$ cat src/assert_macros.svh
// ----------------------------------------------------------------------------
// Assertion macros
// Shared concurrent assertion forms, clocked on clk and disabled in reset.
// ----------------------------------------------------------------------------
`ifndef ASSERT_MACROS_SVH
`define ASSERT_MACROS_SVH

// Same-cycle implication: when ante holds, cons must hold in that cycle.
`define TRD_ASSERT_IMP(lbl, ante, cons) \
  lbl: assert property (@(posedge clk) disable iff (!rst_n) (ante) |-> (cons)) \
    else $error("same-cycle check failed");

// Next-cycle implication: when ante holds, cons must hold in the next cycle.
`define TRD_ASSERT_NXT(lbl, ante, cons) \
  lbl: assert property (@(posedge clk) disable iff (!rst_n) (ante) |=> (cons)) \
    else $error("next-cycle check failed");

`endif

$ cat src/trd_pkg.sv
// ----------------------------------------------------------------------------
// trd_pkg
// Shared types and constants of the run-length image decoder.
// ----------------------------------------------------------------------------
package trd_pkg;

  // Header layout
  localparam int unsigned HDR_SIG_LEN  = 12;  // bytes checked against signature
  localparam int unsigned HDR_TYPE_IDX = 2;   // position of the image type byte
  localparam int unsigned HDR_W_LO     = 12;
  localparam int unsigned HDR_W_HI     = 13;
  localparam int unsigned HDR_H_LO     = 14;
  localparam int unsigned HDR_H_HI     = 15;
  localparam int unsigned HDR_DEPTH    = 16;

  localparam logic [7:0] IMG_TYPE_RLE = 8'h0A;
  localparam logic [7:0] DEPTH_24     = 8'd24;
  localparam logic [7:0] DEPTH_32     = 8'd32;
  localparam logic [7:0] PKT_RUN_BIT  = 8'd128;  // at or above: repeat packet
  localparam logic [7:0] PKT_RUN_BIAS = 8'd127;

  // Result status codes
  localparam logic [1:0] ST_OK        = 2'd0;
  localparam logic [1:0] ST_BAD_SIG   = 2'd1;
  localparam logic [1:0] ST_BAD_DEPTH = 2'd2;
  localparam logic [1:0] ST_CLIPPED   = 2'd3;

  typedef struct packed {
    logic [7:0] data_byte;
    logic       frame_start;
  } in_item_t;

  typedef struct packed {
    logic [7:0] repeat_count;
    logic [7:0] alpha;
    logic [7:0] red;
    logic [7:0] green;
    logic [7:0] blue;
    logic       image_done;
    logic [1:0] status;
  } result_t;

endpackage

$ cat src/trd_in_stage.sv
// ----------------------------------------------------------------------------
// trd_in_stage
// Input register: captures one byte beat and holds it until the parser takes it.
// ----------------------------------------------------------------------------
module trd_in_stage import trd_pkg::*; (
  input  logic     clk,
  input  logic     rst_n,
  input  logic     s_valid,
  output logic     s_ready,
  input  in_item_t s_item,
  output logic     q_valid,
  input  logic     q_take,
  output in_item_t q_item
);

  logic     valid_r;
  logic     valid_nxt;
  in_item_t item_r;

  assign s_ready   = !valid_r || q_take;
  assign valid_nxt = s_valid ? 1'b1 : (valid_r && !q_take);

  always_ff @(posedge clk) begin
    if (!rst_n) begin
      valid_r <= 1'b0;
    end else begin
      valid_r <= valid_nxt;
    end
  end

  // Payload: load on every accepted beat.
  always_ff @(posedge clk) begin
    if (s_valid && s_ready) begin
      item_r <= s_item;
    end
  end

  assign q_valid = valid_r;
  assign q_item  = item_r;

endmodule

$ cat src/trd_parser.sv
// ----------------------------------------------------------------------------
// trd_parser
// Header check, packet parse and pixel gather; one byte per step.
// ----------------------------------------------------------------------------
module trd_parser import trd_pkg::*; (
  input  logic     clk,
  input  logic     rst_n,
  input  logic     step,       // consume the presented byte this cycle
  input  in_item_t item,
  output logic     emit,       // presented byte yields a result
  output result_t  result
);

  typedef enum logic [1:0] {PH_HEADER, PH_PACKET, PH_PIXEL, PH_IDLE} phase_t;

  phase_t      phase_r,    phase_nxt;
  logic [4:0]  hdr_idx_r,  hdr_idx_nxt;
  logic [15:0] width_r,    width_nxt;
  logic [15:0] height_r,   height_nxt;
  logic        four_r,     four_nxt;
  logic        rep_r,      rep_nxt;
  logic [7:0]  pkt_left_r, pkt_left_nxt;
  logic [1:0]  bip_r,      bip_nxt;
  logic [31:0] gather_r,   gather_nxt;
  logic [31:0] pix_left_r, pix_left_nxt;

  // Start-of-file view of the parse state
  phase_t      ph_e;
  logic [4:0]  idx_e;
  logic        rep_e;
  logic [7:0]  pkt_e;
  logic [1:0]  bip_e;
  logic [31:0] gat_e;
  logic [31:0] pix_e;

  logic [7:0]  b;
  logic [31:0] area;
  logic [31:0] gat_new;
  logic [1:0]  bip_inc;
  logic        pix_done;
  logic [7:0]  count;
  logic [7:0]  expect_b;

  assign b    = item.data_byte;
  assign area = 32'(width_r) * 32'(height_r);

  always_comb begin
    if (item.frame_start) begin
      ph_e  = PH_HEADER;
      idx_e = '0;
      rep_e = 1'b0;
      pkt_e = '0;
      bip_e = '0;
      gat_e = '0;
      pix_e = '0;
    end else begin
      ph_e  = phase_r;
      idx_e = hdr_idx_r;
      rep_e = rep_r;
      pkt_e = pkt_left_r;
      bip_e = bip_r;
      gat_e = gather_r;
      pix_e = pix_left_r;
    end
  end

  assign gat_new  = gat_e | (32'(b) << {bip_e, 3'b000});
  assign bip_inc  = bip_e + 2'd1;
  assign pix_done = (bip_inc == 2'd0) || (!four_r && (bip_inc == 2'd3));
  assign expect_b = (idx_e == 5'(HDR_TYPE_IDX)) ? IMG_TYPE_RLE : 8'd0;

  always_comb begin
    phase_nxt    = ph_e;
    hdr_idx_nxt  = idx_e;
    width_nxt    = width_r;
    height_nxt   = height_r;
    four_nxt     = four_r;
    rep_nxt      = rep_e;
    pkt_left_nxt = pkt_e;
    bip_nxt      = bip_e;
    gather_nxt   = gat_e;
    pix_left_nxt = pix_e;
    count        = '0;
    emit         = 1'b0;
    result       = '0;

    unique case (ph_e)
      PH_HEADER: begin
        hdr_idx_nxt = idx_e + 5'd1;
        priority if (idx_e < 5'(HDR_SIG_LEN)) begin
          if (b != expect_b) begin
            emit          = 1'b1;
            result.status = ST_BAD_SIG;
            phase_nxt     = PH_IDLE;
            hdr_idx_nxt   = idx_e;
          end
        end else if (idx_e == 5'(HDR_W_LO)) begin
          width_nxt[7:0] = b;
        end else if (idx_e == 5'(HDR_W_HI)) begin
          width_nxt[15:8] = b;
        end else if (idx_e == 5'(HDR_H_LO)) begin
          height_nxt[7:0] = b;
        end else if (idx_e == 5'(HDR_H_HI)) begin
          height_nxt[15:8] = b;
        end else if (idx_e == 5'(HDR_DEPTH)) begin
          priority if (b == DEPTH_24) begin
            four_nxt = 1'b0;
          end else if (b == DEPTH_32) begin
            four_nxt = 1'b1;
          end else begin
            emit          = 1'b1;
            result.status = ST_BAD_DEPTH;
            phase_nxt     = PH_IDLE;
            hdr_idx_nxt   = idx_e;
          end
        end else begin
          // Last header byte: load pixel budget; empty image goes idle.
          pix_left_nxt = area;
          phase_nxt    = (area != 32'd0) ? PH_PACKET : PH_IDLE;
        end
      end

      PH_PACKET: begin
        if (b < PKT_RUN_BIT) begin
          rep_nxt      = 1'b0;
          pkt_left_nxt = b + 8'd1;
        end else begin
          rep_nxt      = 1'b1;
          pkt_left_nxt = b - PKT_RUN_BIAS;
        end
        bip_nxt    = '0;
        gather_nxt = '0;
        phase_nxt  = PH_PIXEL;
      end

      PH_PIXEL: begin
        bip_nxt    = bip_inc;
        gather_nxt = gat_new;
        if (pix_done) begin
          bip_nxt       = '0;
          gather_nxt    = '0;
          emit          = 1'b1;
          result.blue   = gat_new[7:0];
          result.green  = gat_new[15:8];
          result.red    = gat_new[23:16];
          result.alpha  = four_r ? gat_new[31:24] : 8'd0;
          result.status = ST_OK;
          if (rep_e) begin
            if (32'(pkt_e) > pix_e) begin
              count         = pix_e[7:0];
              result.status = ST_CLIPPED;
            end else begin
              count = pkt_e;
            end
            pkt_left_nxt = '0;
          end else begin
            count        = (pix_e != 32'd0) ? 8'd1 : 8'd0;
            pkt_left_nxt = (pkt_e != 8'd0) ? pkt_e - 8'd1 : 8'd0;
          end
          pix_left_nxt = pix_e - 32'(count);
          // Raw packet still holding pixels at image end
          if (pix_left_nxt == 32'd0 && pkt_left_nxt != 8'd0) begin
            result.status = ST_CLIPPED;
          end
          result.repeat_count = count;
          if (pix_left_nxt == 32'd0) begin
            result.image_done = 1'b1;
            phase_nxt         = PH_IDLE;
          end else if (pkt_left_nxt == 8'd0) begin
            phase_nxt = PH_PACKET;
          end
        end
      end

      PH_IDLE: begin
        // drop bytes until the next start of file
      end

      default: begin
        phase_nxt = PH_IDLE;
      end
    endcase
  end

  always_ff @(posedge clk) begin
    if (!rst_n) begin
      phase_r    <= PH_HEADER;
      hdr_idx_r  <= '0;
      width_r    <= '0;
      height_r   <= '0;
      four_r     <= 1'b0;
      rep_r      <= 1'b0;
      pkt_left_r <= '0;
      bip_r      <= '0;
      gather_r   <= '0;
      pix_left_r <= '0;
    end else if (step) begin
      phase_r    <= phase_nxt;
      hdr_idx_r  <= hdr_idx_nxt;
      width_r    <= width_nxt;
      height_r   <= height_nxt;
      four_r     <= four_nxt;
      rep_r      <= rep_nxt;
      pkt_left_r <= pkt_left_nxt;
      bip_r      <= bip_nxt;
      gather_r   <= gather_nxt;
      pix_left_r <= pix_left_nxt;
    end
  end

endmodule

$ cat src/trd_out_stage.sv
// ----------------------------------------------------------------------------
// trd_out_stage
// Result register: holds one result beat until the sink takes it.
// ----------------------------------------------------------------------------
module trd_out_stage import trd_pkg::*; (
  input  logic    clk,
  input  logic    rst_n,
  input  logic    load,
  input  result_t d_result,
  output logic    free,
  output logic    m_valid,
  input  logic    m_ready,
  output result_t m_result
);

  logic    valid_r;
  logic    valid_nxt;
  result_t result_r;

  assign free      = !valid_r || m_ready;
  assign valid_nxt = load ? 1'b1 : (valid_r && !m_ready);

  always_ff @(posedge clk) begin
    if (!rst_n) begin
      valid_r <= 1'b0;
    end else begin
      valid_r <= valid_nxt;
    end
  end

  always_ff @(posedge clk) begin
    if (load) begin
      result_r <= d_result;
    end
  end

  assign m_valid  = valid_r;
  assign m_result = result_r;

endmodule

$ cat src/tga_rle_image_decoder.sv
// ----------------------------------------------------------------------------
// tga_rle_image_decoder
// Streaming decoder for run-length compressed 24/32-bit image files (type 10).
// ----------------------------------------------------------------------------
// Feed the file one byte per beat, with in_tuser[0] high on the first header
// byte of each file. The block checks the 18-byte header (signature, depth 24
// or 32), reads width and height, then walks the packets and returns one
// result beat per decoded pixel or run: color bytes plus a repeat count (1 for
// raw pixels, the run length for repeat packets). Header errors give a single
// beat with status 1 or 2; runs past the image end are clipped and flagged
// with status 3; tlast marks the beat holding the final pixel. After an error,
// an empty image or the image end, bytes are dropped until the next start of
// file. Throughput is one byte per cycle sustained while the result stream is
// not stalled: each byte passes an input register and one step of the parser
// (counters, gather register and a 16x16 multiply for the pixel budget), and a
// byte that yields a result lands in the result register. A stalled result only
// blocks input when the byte under decode would produce another result.
// ----------------------------------------------------------------------------
`include "assert_macros.svh"

module tga_rle_image_decoder import trd_pkg::*; (
  input  logic        clk,
  input  logic        rst_n,
  // Input byte stream
  input  logic        in_tvalid,
  output logic        in_tready,
  input  logic [7:0]  in_tdata,   // [7:0] data_byte
  input  logic [0:0]  in_tuser,   // [0] frame_start
  // Result stream
  output logic        out_tvalid,
  input  logic        out_tready,
  output logic [39:0] out_tdata,  // [7:0] blue, [15:8] green, [23:16] red,
                                  // [31:24] alpha, [39:32] repeat_count
  output logic        out_tlast,  // image_done
  output logic [1:0]  out_tuser   // [1:0] status
);

  in_item_t in_item;
  in_item_t q_item;
  logic     q_valid;
  logic     q_take;
  logic     emit;
  logic     out_free;
  result_t  pix_result;
  result_t  out_result;

  assign in_item.data_byte   = in_tdata;
  assign in_item.frame_start = in_tuser[0];

  // Advance the held byte unless it produces a result and the output is full.
  assign q_take = q_valid && (!emit || out_free);

  trd_in_stage u_in (
    .clk     (clk),
    .rst_n   (rst_n),
    .s_valid (in_tvalid),
    .s_ready (in_tready),
    .s_item  (in_item),
    .q_valid (q_valid),
    .q_take  (q_take),
    .q_item  (q_item)
  );

  trd_parser u_parser (
    .clk    (clk),
    .rst_n  (rst_n),
    .step   (q_take),
    .item   (q_item),
    .emit   (emit),
    .result (pix_result)
  );

  trd_out_stage u_out (
    .clk      (clk),
    .rst_n    (rst_n),
    .load     (q_take && emit),
    .d_result (pix_result),
    .free     (out_free),
    .m_valid  (out_tvalid),
    .m_ready  (out_tready),
    .m_result (out_result)
  );

  assign out_tdata = {out_result.repeat_count, out_result.alpha, out_result.red,
                      out_result.green, out_result.blue};
  assign out_tlast = out_result.image_done;
  assign out_tuser = out_result.status;

  // Header errors carry no pixel count.
  `TRD_ASSERT_IMP(a_err_no_count,
    out_tvalid && (out_tuser == ST_BAD_SIG || out_tuser == ST_BAD_DEPTH),
    out_tdata[39:32] == 8'd0)

  // Decoded pixels always cover at least one and at most one packet of pixels.
  `TRD_ASSERT_IMP(a_pix_count_range,
    out_tvalid && (out_tuser == ST_OK || out_tuser == ST_CLIPPED),
    out_tdata[39:32] != 8'd0 && out_tdata[39:32] <= PKT_RUN_BIT)

  // Image end is never flagged on a header error.
  `TRD_ASSERT_IMP(a_done_not_err,
    out_tvalid && out_tlast,
    out_tuser == ST_OK || out_tuser == ST_CLIPPED)

  // A result is only loaded when the output slot is free.
  `TRD_ASSERT_IMP(a_no_overwrite,
    q_take && emit,
    out_free)

endmodule
$ cat config.mk
export PLATFORM = sky130hd
export DESIGN_NAME = tga_rle_image_decoder
export DESIGN_NICKNAME = d
export VERILOG_FILES = /design/src/trd_pkg.sv /design/src/trd_in_stage.sv /design/src/trd_parser.sv /design/src/trd_out_stage.sv /design/src/tga_rle_image_decoder.sv
export VERILOG_INCLUDE_DIRS = /design/src /design/src/src
export SDC_FILE = /design/constraint.sdc
export NUM_CORES = 1
export LEC_CHECK = 0
export BUFFER_PORTS_ARGS = -buffer_cell sky130_fd_sc_hd__buf_2
export CORE_ASPECT_RATIO = 0.5
export CORE_UTILIZATION = 45
export CTS_BUF_LIST = sky130_fd_sc_hd__clkbuf_8
export CTS_CLUSTER_SIZE = 12
export DETAILED_ROUTE_END_ITERATION = 10
export HOLD_SLACK_MARGIN = 0.06
export PLACE_DENSITY = 0.63
export SYNTH_ARGS = -nofsm -noshare
export SYNTH_HDL_FRONTEND = slang
export SYNTH_SLANG_ARGS = --single-unit
export TNS_END_PERCENT = 10
$ cat constraint.sdc
create_clock -name clk -period 16.25 [get_ports clk]
set_input_delay 3.25 -clock clk [delete_from_list [all_inputs] [get_ports clk]]
set_output_delay 3.25 -clock clk [all_outputs]
set_load 0.02 [all_outputs]
==> run metrics, run 1 <==
diode count=0; PnR worst setup slack=8.459 ns; Peak VDD IR=0.06125 mV; cell area after synthesis=0.01839 mm^2; clk root buf=clkbuf_8; post-synthesis area per instance=8.794 um^2; cells after synthesis=2091; Ys Warns=0; unrepaired setup endpoints after global routing=false; vias=14709; width of the die=287.9 um; power density over the cells=47.21 mW/mm^2; EDFF count, synth=52; Util after Layout=0.4899; First DRT Iteration DRCs=1190; crit path DAT=4.54 ns; die height=144.9 um; setup TNS=0 ns; area leader, netlist=fa_1; Leak=8.627 nW; worst-skew pair later-pin latency=0.50 ns; clock sinks=169; Most used DFF post-synth=dfxtp_1; Post-route DRC=0; instance count on the critical path=15; Worst Path Required=13.00 ns; CTS tree=yes; vias per cell=5.636; setup slack, reg-to-reg=9.28 ns; # nets final=2410; Area contributors post-synth=fa_1 (21%), dfxtp_1 (13%), ha_1 (9.2%), edfxtp_1 (8.5%), inv_1 (5.4%); Core ar.=0.03956 mm^2; hold buffers post-CTS=0; initial core utilization=0.4648; top-count cell post-synth=inv_1; CP Buf/Inv Count=5; number of I/O pins=58; top cells by count, synth=inv_1 (265), nand2_1 (234), fa_1 (195); area grow syn2layout=5.396%; GRT Total Usage=0.2346; Post-CTS Setup Inserts=0; post-DP HPWL=35020 um; first-pass GRT wire length=78830 um; ys async rst share=0; worst slack at placement=8.890 ns; top-area cell type share of the netlist area=0.2123; clk_skew=0.02788 ns; reg2reg start=u_in.q_item[0]$_DFFE_PP_; Resized cells post-CTS=0; gpl congestion=0.9159; multi-input logic area=0.01301 mm^2; Die Area=0.04173 mm^2; FILL cells=3816; Rel. slew slack=0.2599; WL final=47650 um; IO buf count=57; startpoint types=flop; MaxCap Viol Count=0; crit path cell chain=buf_4, inv_2, buf_4, nand2_1, inv_1, ha_1, nor4b_1, a2111o_1, a21oi_1, or2_2, nand2_1, a21oi_1, nor2_1, nand2_1, buf_2; Worst Reg-to-Reg Cells=28; CP endpoint=in_tready; Worst Setup End Kind=output port; Final ANT Viol Nets=0; slowest cell delay on critical path=0.53 ns; #FFs+latches synth=169; Crit path max-delay family=buffers and inverters; Worst R2R End=u_out.m_result[0]$_DFFE_PP_; Slowest-stage cell, CP=buf_4; drt wl/cell=18.26 um; Hold Fails Final Rpt=0; total grt overflow=0; CTS Buf Count=17; CP Max Fanout=60; initial antenna violation count=0; Tcrit/Tclk final=0.4794; setup violators final=0; max-slew violations=0; Hold Crit Class=reg -> reg; clock slew seen by the registers of the worst setup and hold paths=0.09 ns; sequential fraction of the synthesis area=0.2123; Register Area=0.003904 mm^2; row count=51; clock buffer depth=2; DRT Pass-1 Iters=5; CP most frequent cell=nand2_1; largest net degree at the start of global routing=69; Max Fclk=0.1284 GHz; status=finished, final reports clean; Slew @ Worst Pin=1.110 ns; Tmin final=7.791 ns; Critical Path Start=u_in.q_item[0]$_DFFE_PP_; Mapped Nets=2434; Crit Path Class=reg -> out; share of cells above drive strength 1=0.07212; post-synth cell types=95; number of H-tree levels=4; vias in the first global route=14690
[power breakdown]
part / switching [W] / leakage, nW / internal, W / total (W)
Clock: 0.000190 / 0.199 / 0.000119 / 0.000309
Combinational: 0.0000973 / 6.98 / 0.0000522 / 0.000150
Sequential: 0.0000123 / 1.45 / 0.000445 / 0.000457
[worst min-delay path by stage]
stage / from / to / cells past startpoint
floorplan: u_parser.four_r$_SDFFE_PN0P_ / u_parser.four_r$_SDFFE_PN0P_ / 2
finish: u_parser.four_r$_SDFFE_PN0P_ / u_parser.four_r$_SDFFE_PN0P_ / 2
detailed placement: u_parser.four_r$_SDFFE_PN0P_ / u_parser.four_r$_SDFFE_PN0P_ / 2
global placement: u_parser.four_r$_SDFFE_PN0P_ / u_parser.four_r$_SDFFE_PN0P_ / 2
CTS: u_parser.four_r$_SDFFE_PN0P_ / u_parser.four_r$_SDFFE_PN0P_ / 2
global route: u_parser.four_r$_SDFFE_PN0P_ / u_parser.four_r$_SDFFE_PN0P_ / 2
[cell families after synthesis]
logic type,Yosys count,share of synthesized area
AND/OR/NAND/NOR,730,0.2066
AO/OA/AOI/OAI,384,0.1469
buffers and inverters,384,0.08144
adder cells (fa/ha/maj),330,0.3041
flip-flops,169,0.2123
XOR/XNOR,49,0.02334
multiplexers,45,0.02531
[flip-flops by register name, summed over array words and instances (netlist names)]
| register | flops |
|---|---|
| u_in.q_item | 9 |
| u_in.q_valid | 1 |
| u_out.m_result | 43 |
| u_out.m_valid | 1 |
| u_parser.bip_r | 2 |
| u_parser.four_r | 1 |
| u_parser.gather_r | 32 |
| u_parser.hdr_idx_r | 5 |
| u_parser.height_r | 16 |
| u_parser.phase_r | 2 |
| u_parser.pix_left_r | 32 |
| u_parser.pkt_left_r | 8 |
| u_parser.rep_r | 1 |
| u_parser.width_r | 16 |
[final cells by class]
cell class,instances,area share
clock buffer,18,0.01278
clock inverter,14,0.007360
inverter,267,0.05171
multi-input combinational,1538,0.6712
sequential,169,0.2014
tap,530,0.03422
timing repair buffer,74,0.02130
[layout by cell type (no fill, tap or decap), types with 7 or more instances in the layout]
cell type and instances:
nand2b_1 9, o211a_1 9, nand3_1 26, a211oi_1 10, a22oi_1 84, a21boi_0 7, inv_1 265, nor2_1 109
edfxtp_1 52, buf_2 57, buf_4 17, ha_1 135, dfxtp_1 117, nor2b_1 120, o211ai_1 10, nand2_1 234
mux2i_1 36, fa_1 195, o22ai_1 16, o21ai_0 58, a32oi_1 12, xor2_1 20, nor3_1 25, a21o_1 19
and2_1 127, nand4_1 12, a31oi_1 10, clkbuf_8 18, a21oi_1 65, nor4_1 13, xnor2_1 29, mux2_2 8
o21a_1 15
[through the flow]
step | total power, W | instances | instance area [um^2] | hold slack, ns
2_1_floorplan | 0.0005701 | 2091 | 18390 | 0.4547
3_3_place_gp | 0.0006129 | 2578 | 18990 | 0.4787
3_5_place_dp | 0.0006126 | 2578 | 18990 | 0.4800
4_1_cts | 0.0009172 | 2610 | 19380 | 0.4935
5_1_grt | 0.0009488 | 2610 | 19380 | 0.5371
6_report | 0.0009149 | 2610 | 19380 | 0.4883
[worst reg2reg max path, delay by kind of cell (launching register included)]
family          cells  cell delay, ns
compound gates     10            2.29
fa+ha+maj           3            0.96
buf+inv             5            1.39
flops               1            0.34
mux                 1            0.08
simple gates        9            1.65
[metal layers]
layer	wire, um	GRT usage	vias to the layer above	part of all wire
li1	-	-	6946	-
met1	23300	0.3453	7310	0.49
met2	21140	0.3636	407	0.44
met3	2585	0.03286	46	0.054
met4	626	0.05159	0	0.013
met5	0	0	-	0
(Power assumes the default switching activity.)
==> inputs of run 2 (changes only) <==
--- a/config.mk
+++ b/config.mk
@@ -13,7 +13,7 @@
 export CTS_CLUSTER_SIZE = 12
 export DETAILED_ROUTE_END_ITERATION = 10
 export HOLD_SLACK_MARGIN = 0.06
-export PLACE_DENSITY = 0.63
+export PLACE_DENSITY = 0.65
 export SYNTH_ARGS = -nofsm -noshare
 export SYNTH_HDL_FRONTEND = slang
 export SYNTH_SLANG_ARGS = --single-unit
==> constraint.sdc (replaced) <==
create_clock -name clk -period 6.6 [get_ports clk]
set_input_delay 1.32 -clock clk [delete_from_list [all_inputs] [get_ports clk]]
set_output_delay 1.32 -clock clk [all_outputs]
set_load 0.02 [all_outputs]
==> run 2 against run 1 <==
First-iteration DRC count is 5.2% higher. Combinational power rose by 150%. Critical path depth rose by 8. Critical path type is now reg -> reg. Cell count up 1.3%. Total power rose to 2.6 times the previous value. Register-to-register slack worse by 9.0 ns.
==> run metrics, run 2 (synthesized netlist as in run 1, its figures left out) <==
MaxCap Viol Count=0; worst hold margin=0.5130 ns; clock buffer depth=2; Tmin final=6.308 ns; Slew @ Worst Pin=1.215 ns; hold buffers post-CTS=0; reg2reg start=u_parser.width_r[4]$_SDFFE_PN0P_; max-slew violations=0; IO buf count=57; Die Area=0.04173 mm^2; max reg flops=43; initial core utilization=0.4648; Critical Path Start=u_parser.width_r[4]$_SDFFE_PN0P_; startpoint types=flop; number of H-tree levels=4; CTS Buf Count=17; share of cells above drive strength 1=0.09886; power density over the cells=118.3 mW/mm^2; number of I/O pins=58; Tcrit/Tclk final=0.9558; CP endpoint=u_parser.pix_left_r[30]$_SDFFE_PN0P_; busiest grt layer=met2; WL final=49030 um; slowest cell delay on critical path=0.54 ns; commonest cells after routing, fill and taps aside=inv_1 (265), nand2_1 (234), fa_1 (195); status=finished, final reports clean; # nets final=2444; crit path DAT=6.76 ns; worst-skew pair later-pin latency=0.53 ns; clk_skew=0.01918 ns; vias in the first global route=14547; Worst R2R End=u_parser.pix_left_r[30]$_SDFFE_PN0P_; Worst Reg-to-Reg Cells=23; CTS tree=yes; Max Fclk=0.1585 GHz; Worst Path Required=7.05 ns; post-DP HPWL=37310 um; CP most frequent cell=fa_1; diode count=0; row count=51; vias=14854; total grt overflow=0; setup violators final=0; GRT Total Usage=0.2413; Worst Setup End Kind=flop; Resized cells post-CTS=0; CP Max Fanout=9; Post-CTS Setup Inserts=0; Slowest-stage cell, CP=fa_1; area grow syn2layout=7.403%; Peak VDD IR=0.1209 mV; Post-route DRC=0; met3 usage=0.05928; crit path cell chain=buf_4, and2_1, fa_1, inv_1, fa_1, inv_1, fa_1, fa_1, fa_1, inv_1, fa_1, inv_1, ha_1, a21oi_1, o21ai_0, a21oi_1, nor2_1, a211o_1, a31o_2, a21oi_1, xor2_1, o2bb2a_1, o21ai_0; gpl congestion=0.9345; Hold Crit Class=reg -> reg; die height=144.9 um; Crit path max-delay family=adder cells; routing usage on met2=0.3615; initial antenna violation count=0; Core ar.=0.03956 mm^2; Final ANT Viol Nets=0; Rel. slew slack=0.1897; Hold Fails Final Rpt=0; clock slew seen by the registers of the worst setup and hold paths=0.12 ns; largest net degree at the start of global routing=98; vias per cell=5.618; drt wl/cell=18.54 um; clock sinks=169; first-pass GRT wire length=80030 um; met1 Track Usage GR=0.3527; CP Buf/Inv Count=5; DRT Pass-1 Iters=5; First DRT Iteration DRCs=1252; clk root buf=clkbuf_8; instance count on the critical path=23; setup TNS=0 ns; setup slack, reg-to-reg=0.29 ns; Crit Path Class=reg -> reg; width of the die=287.9 um; Leak=8.848 nW; unrepaired setup endpoints after global routing=false; most common cell after layout, fill and taps aside=inv_1
run 2: cell types whose count changed in the layout (fill, tap and decap cells not counted), moves of 4 or more:
cell      previous run  this run
inv_12               0         5
buf_4               17        51
dfxtp_1            117        93
inv_6                6         2
dfxtp_2              0        21
clkinv_8             2         7
run 2: worst register-to-register path: stages, from the launching register on:
cell      delay (ns)
dfxtp_2         0.40
buf_4           0.18
and2_1          0.17
fa_1            0.50
inv_1           0.05
fa_1            0.52
inv_1           0.05
fa_1            0.52
fa_1            0.47
fa_1            0.54
inv_1           0.06
fa_1            0.48
inv_1           0.04
ha_1            0.35
a21oi_1         0.23
o21ai_0         0.18
a21oi_1         0.21
nor2_1          0.06
a211o_1         0.30
a31o_2          0.24
a21oi_1         0.16
xor2_1          0.11
o2bb2a_1        0.28
o21ai_0         0.15
run 2: cell type report:
type,instances,area [um^2]
Multi-Input combinational cell,1538,13020
Sequential cell,169,3941
Timing Repair Buffer,108,668.1
Fill cell,3772,19810
Inverter,267,1002
Tap cell,530,663.1
Clock inverter,15,224.0
Clock buffer,17,234.0
run 2: worst min path at each step:
stage | slack, ns | to | cells after the start | startpoint
after CTS | 0.51 | u_parser.bip_r[0]$_SDFFE_PN0P_ | 2 | u_parser.bip_r[0]$_SDFFE_PN0P_
after global routing | 0.55 | u_parser.bip_r[0]$_SDFFE_PN0P_ | 2 | u_parser.bip_r[0]$_SDFFE_PN0P_
final | 0.51 | u_parser.bip_r[0]$_SDFFE_PN0P_ | 2 | u_parser.bip_r[0]$_SDFFE_PN0P_
after floorplan | 0.45 | u_parser.four_r$_SDFFE_PN0P_ | 2 | u_parser.four_r$_SDFFE_PN0P_
after global placement | 0.48 | u_parser.bip_r[0]$_SDFFE_PN0P_ | 2 | u_parser.bip_r[0]$_SDFFE_PN0P_
after detailed placement | 0.49 | u_parser.bip_r[0]$_SDFFE_PN0P_ | 2 | u_parser.bip_r[0]$_SDFFE_PN0P_
run 2: metal layers:
metal,part of all wire,wire (um),vias to the layer above
met5,0,0,-
met4,0.012,579,0
met3,0.076,3750,42
met2,0.44,21670,478
met1,0.47,23040,7326
li1,-,-,7008
run 2: metrics by stage:
stage          instances  setup slack (ns)  cell area, um^2  utilization  total power [W]
2_1_floorplan       2091           0.06194            18390            -         0.001404
3_3_place_gp        2612            0.1538            19240       0.4864         0.001508
3_5_place_dp        2612            0.1483            19240       0.4864         0.001509
4_1_cts             2644           0.09914            19700       0.4980         0.002343
5_1_grt             2644          0.002338            19750       0.4992         0.002416
6_report            2644            0.2919            19750       0.4992         0.002336
run 2: power by group:
| part | leakage [nW] | internal [W] | switching (W) |
|---|---|---|---|
| registers | 1.47 | 0.00109 | 0.0000287 |
| clock network | 0.222 | 0.000310 | 0.000534 |
| logic | 7.16 | 0.000129 | 0.000241 |
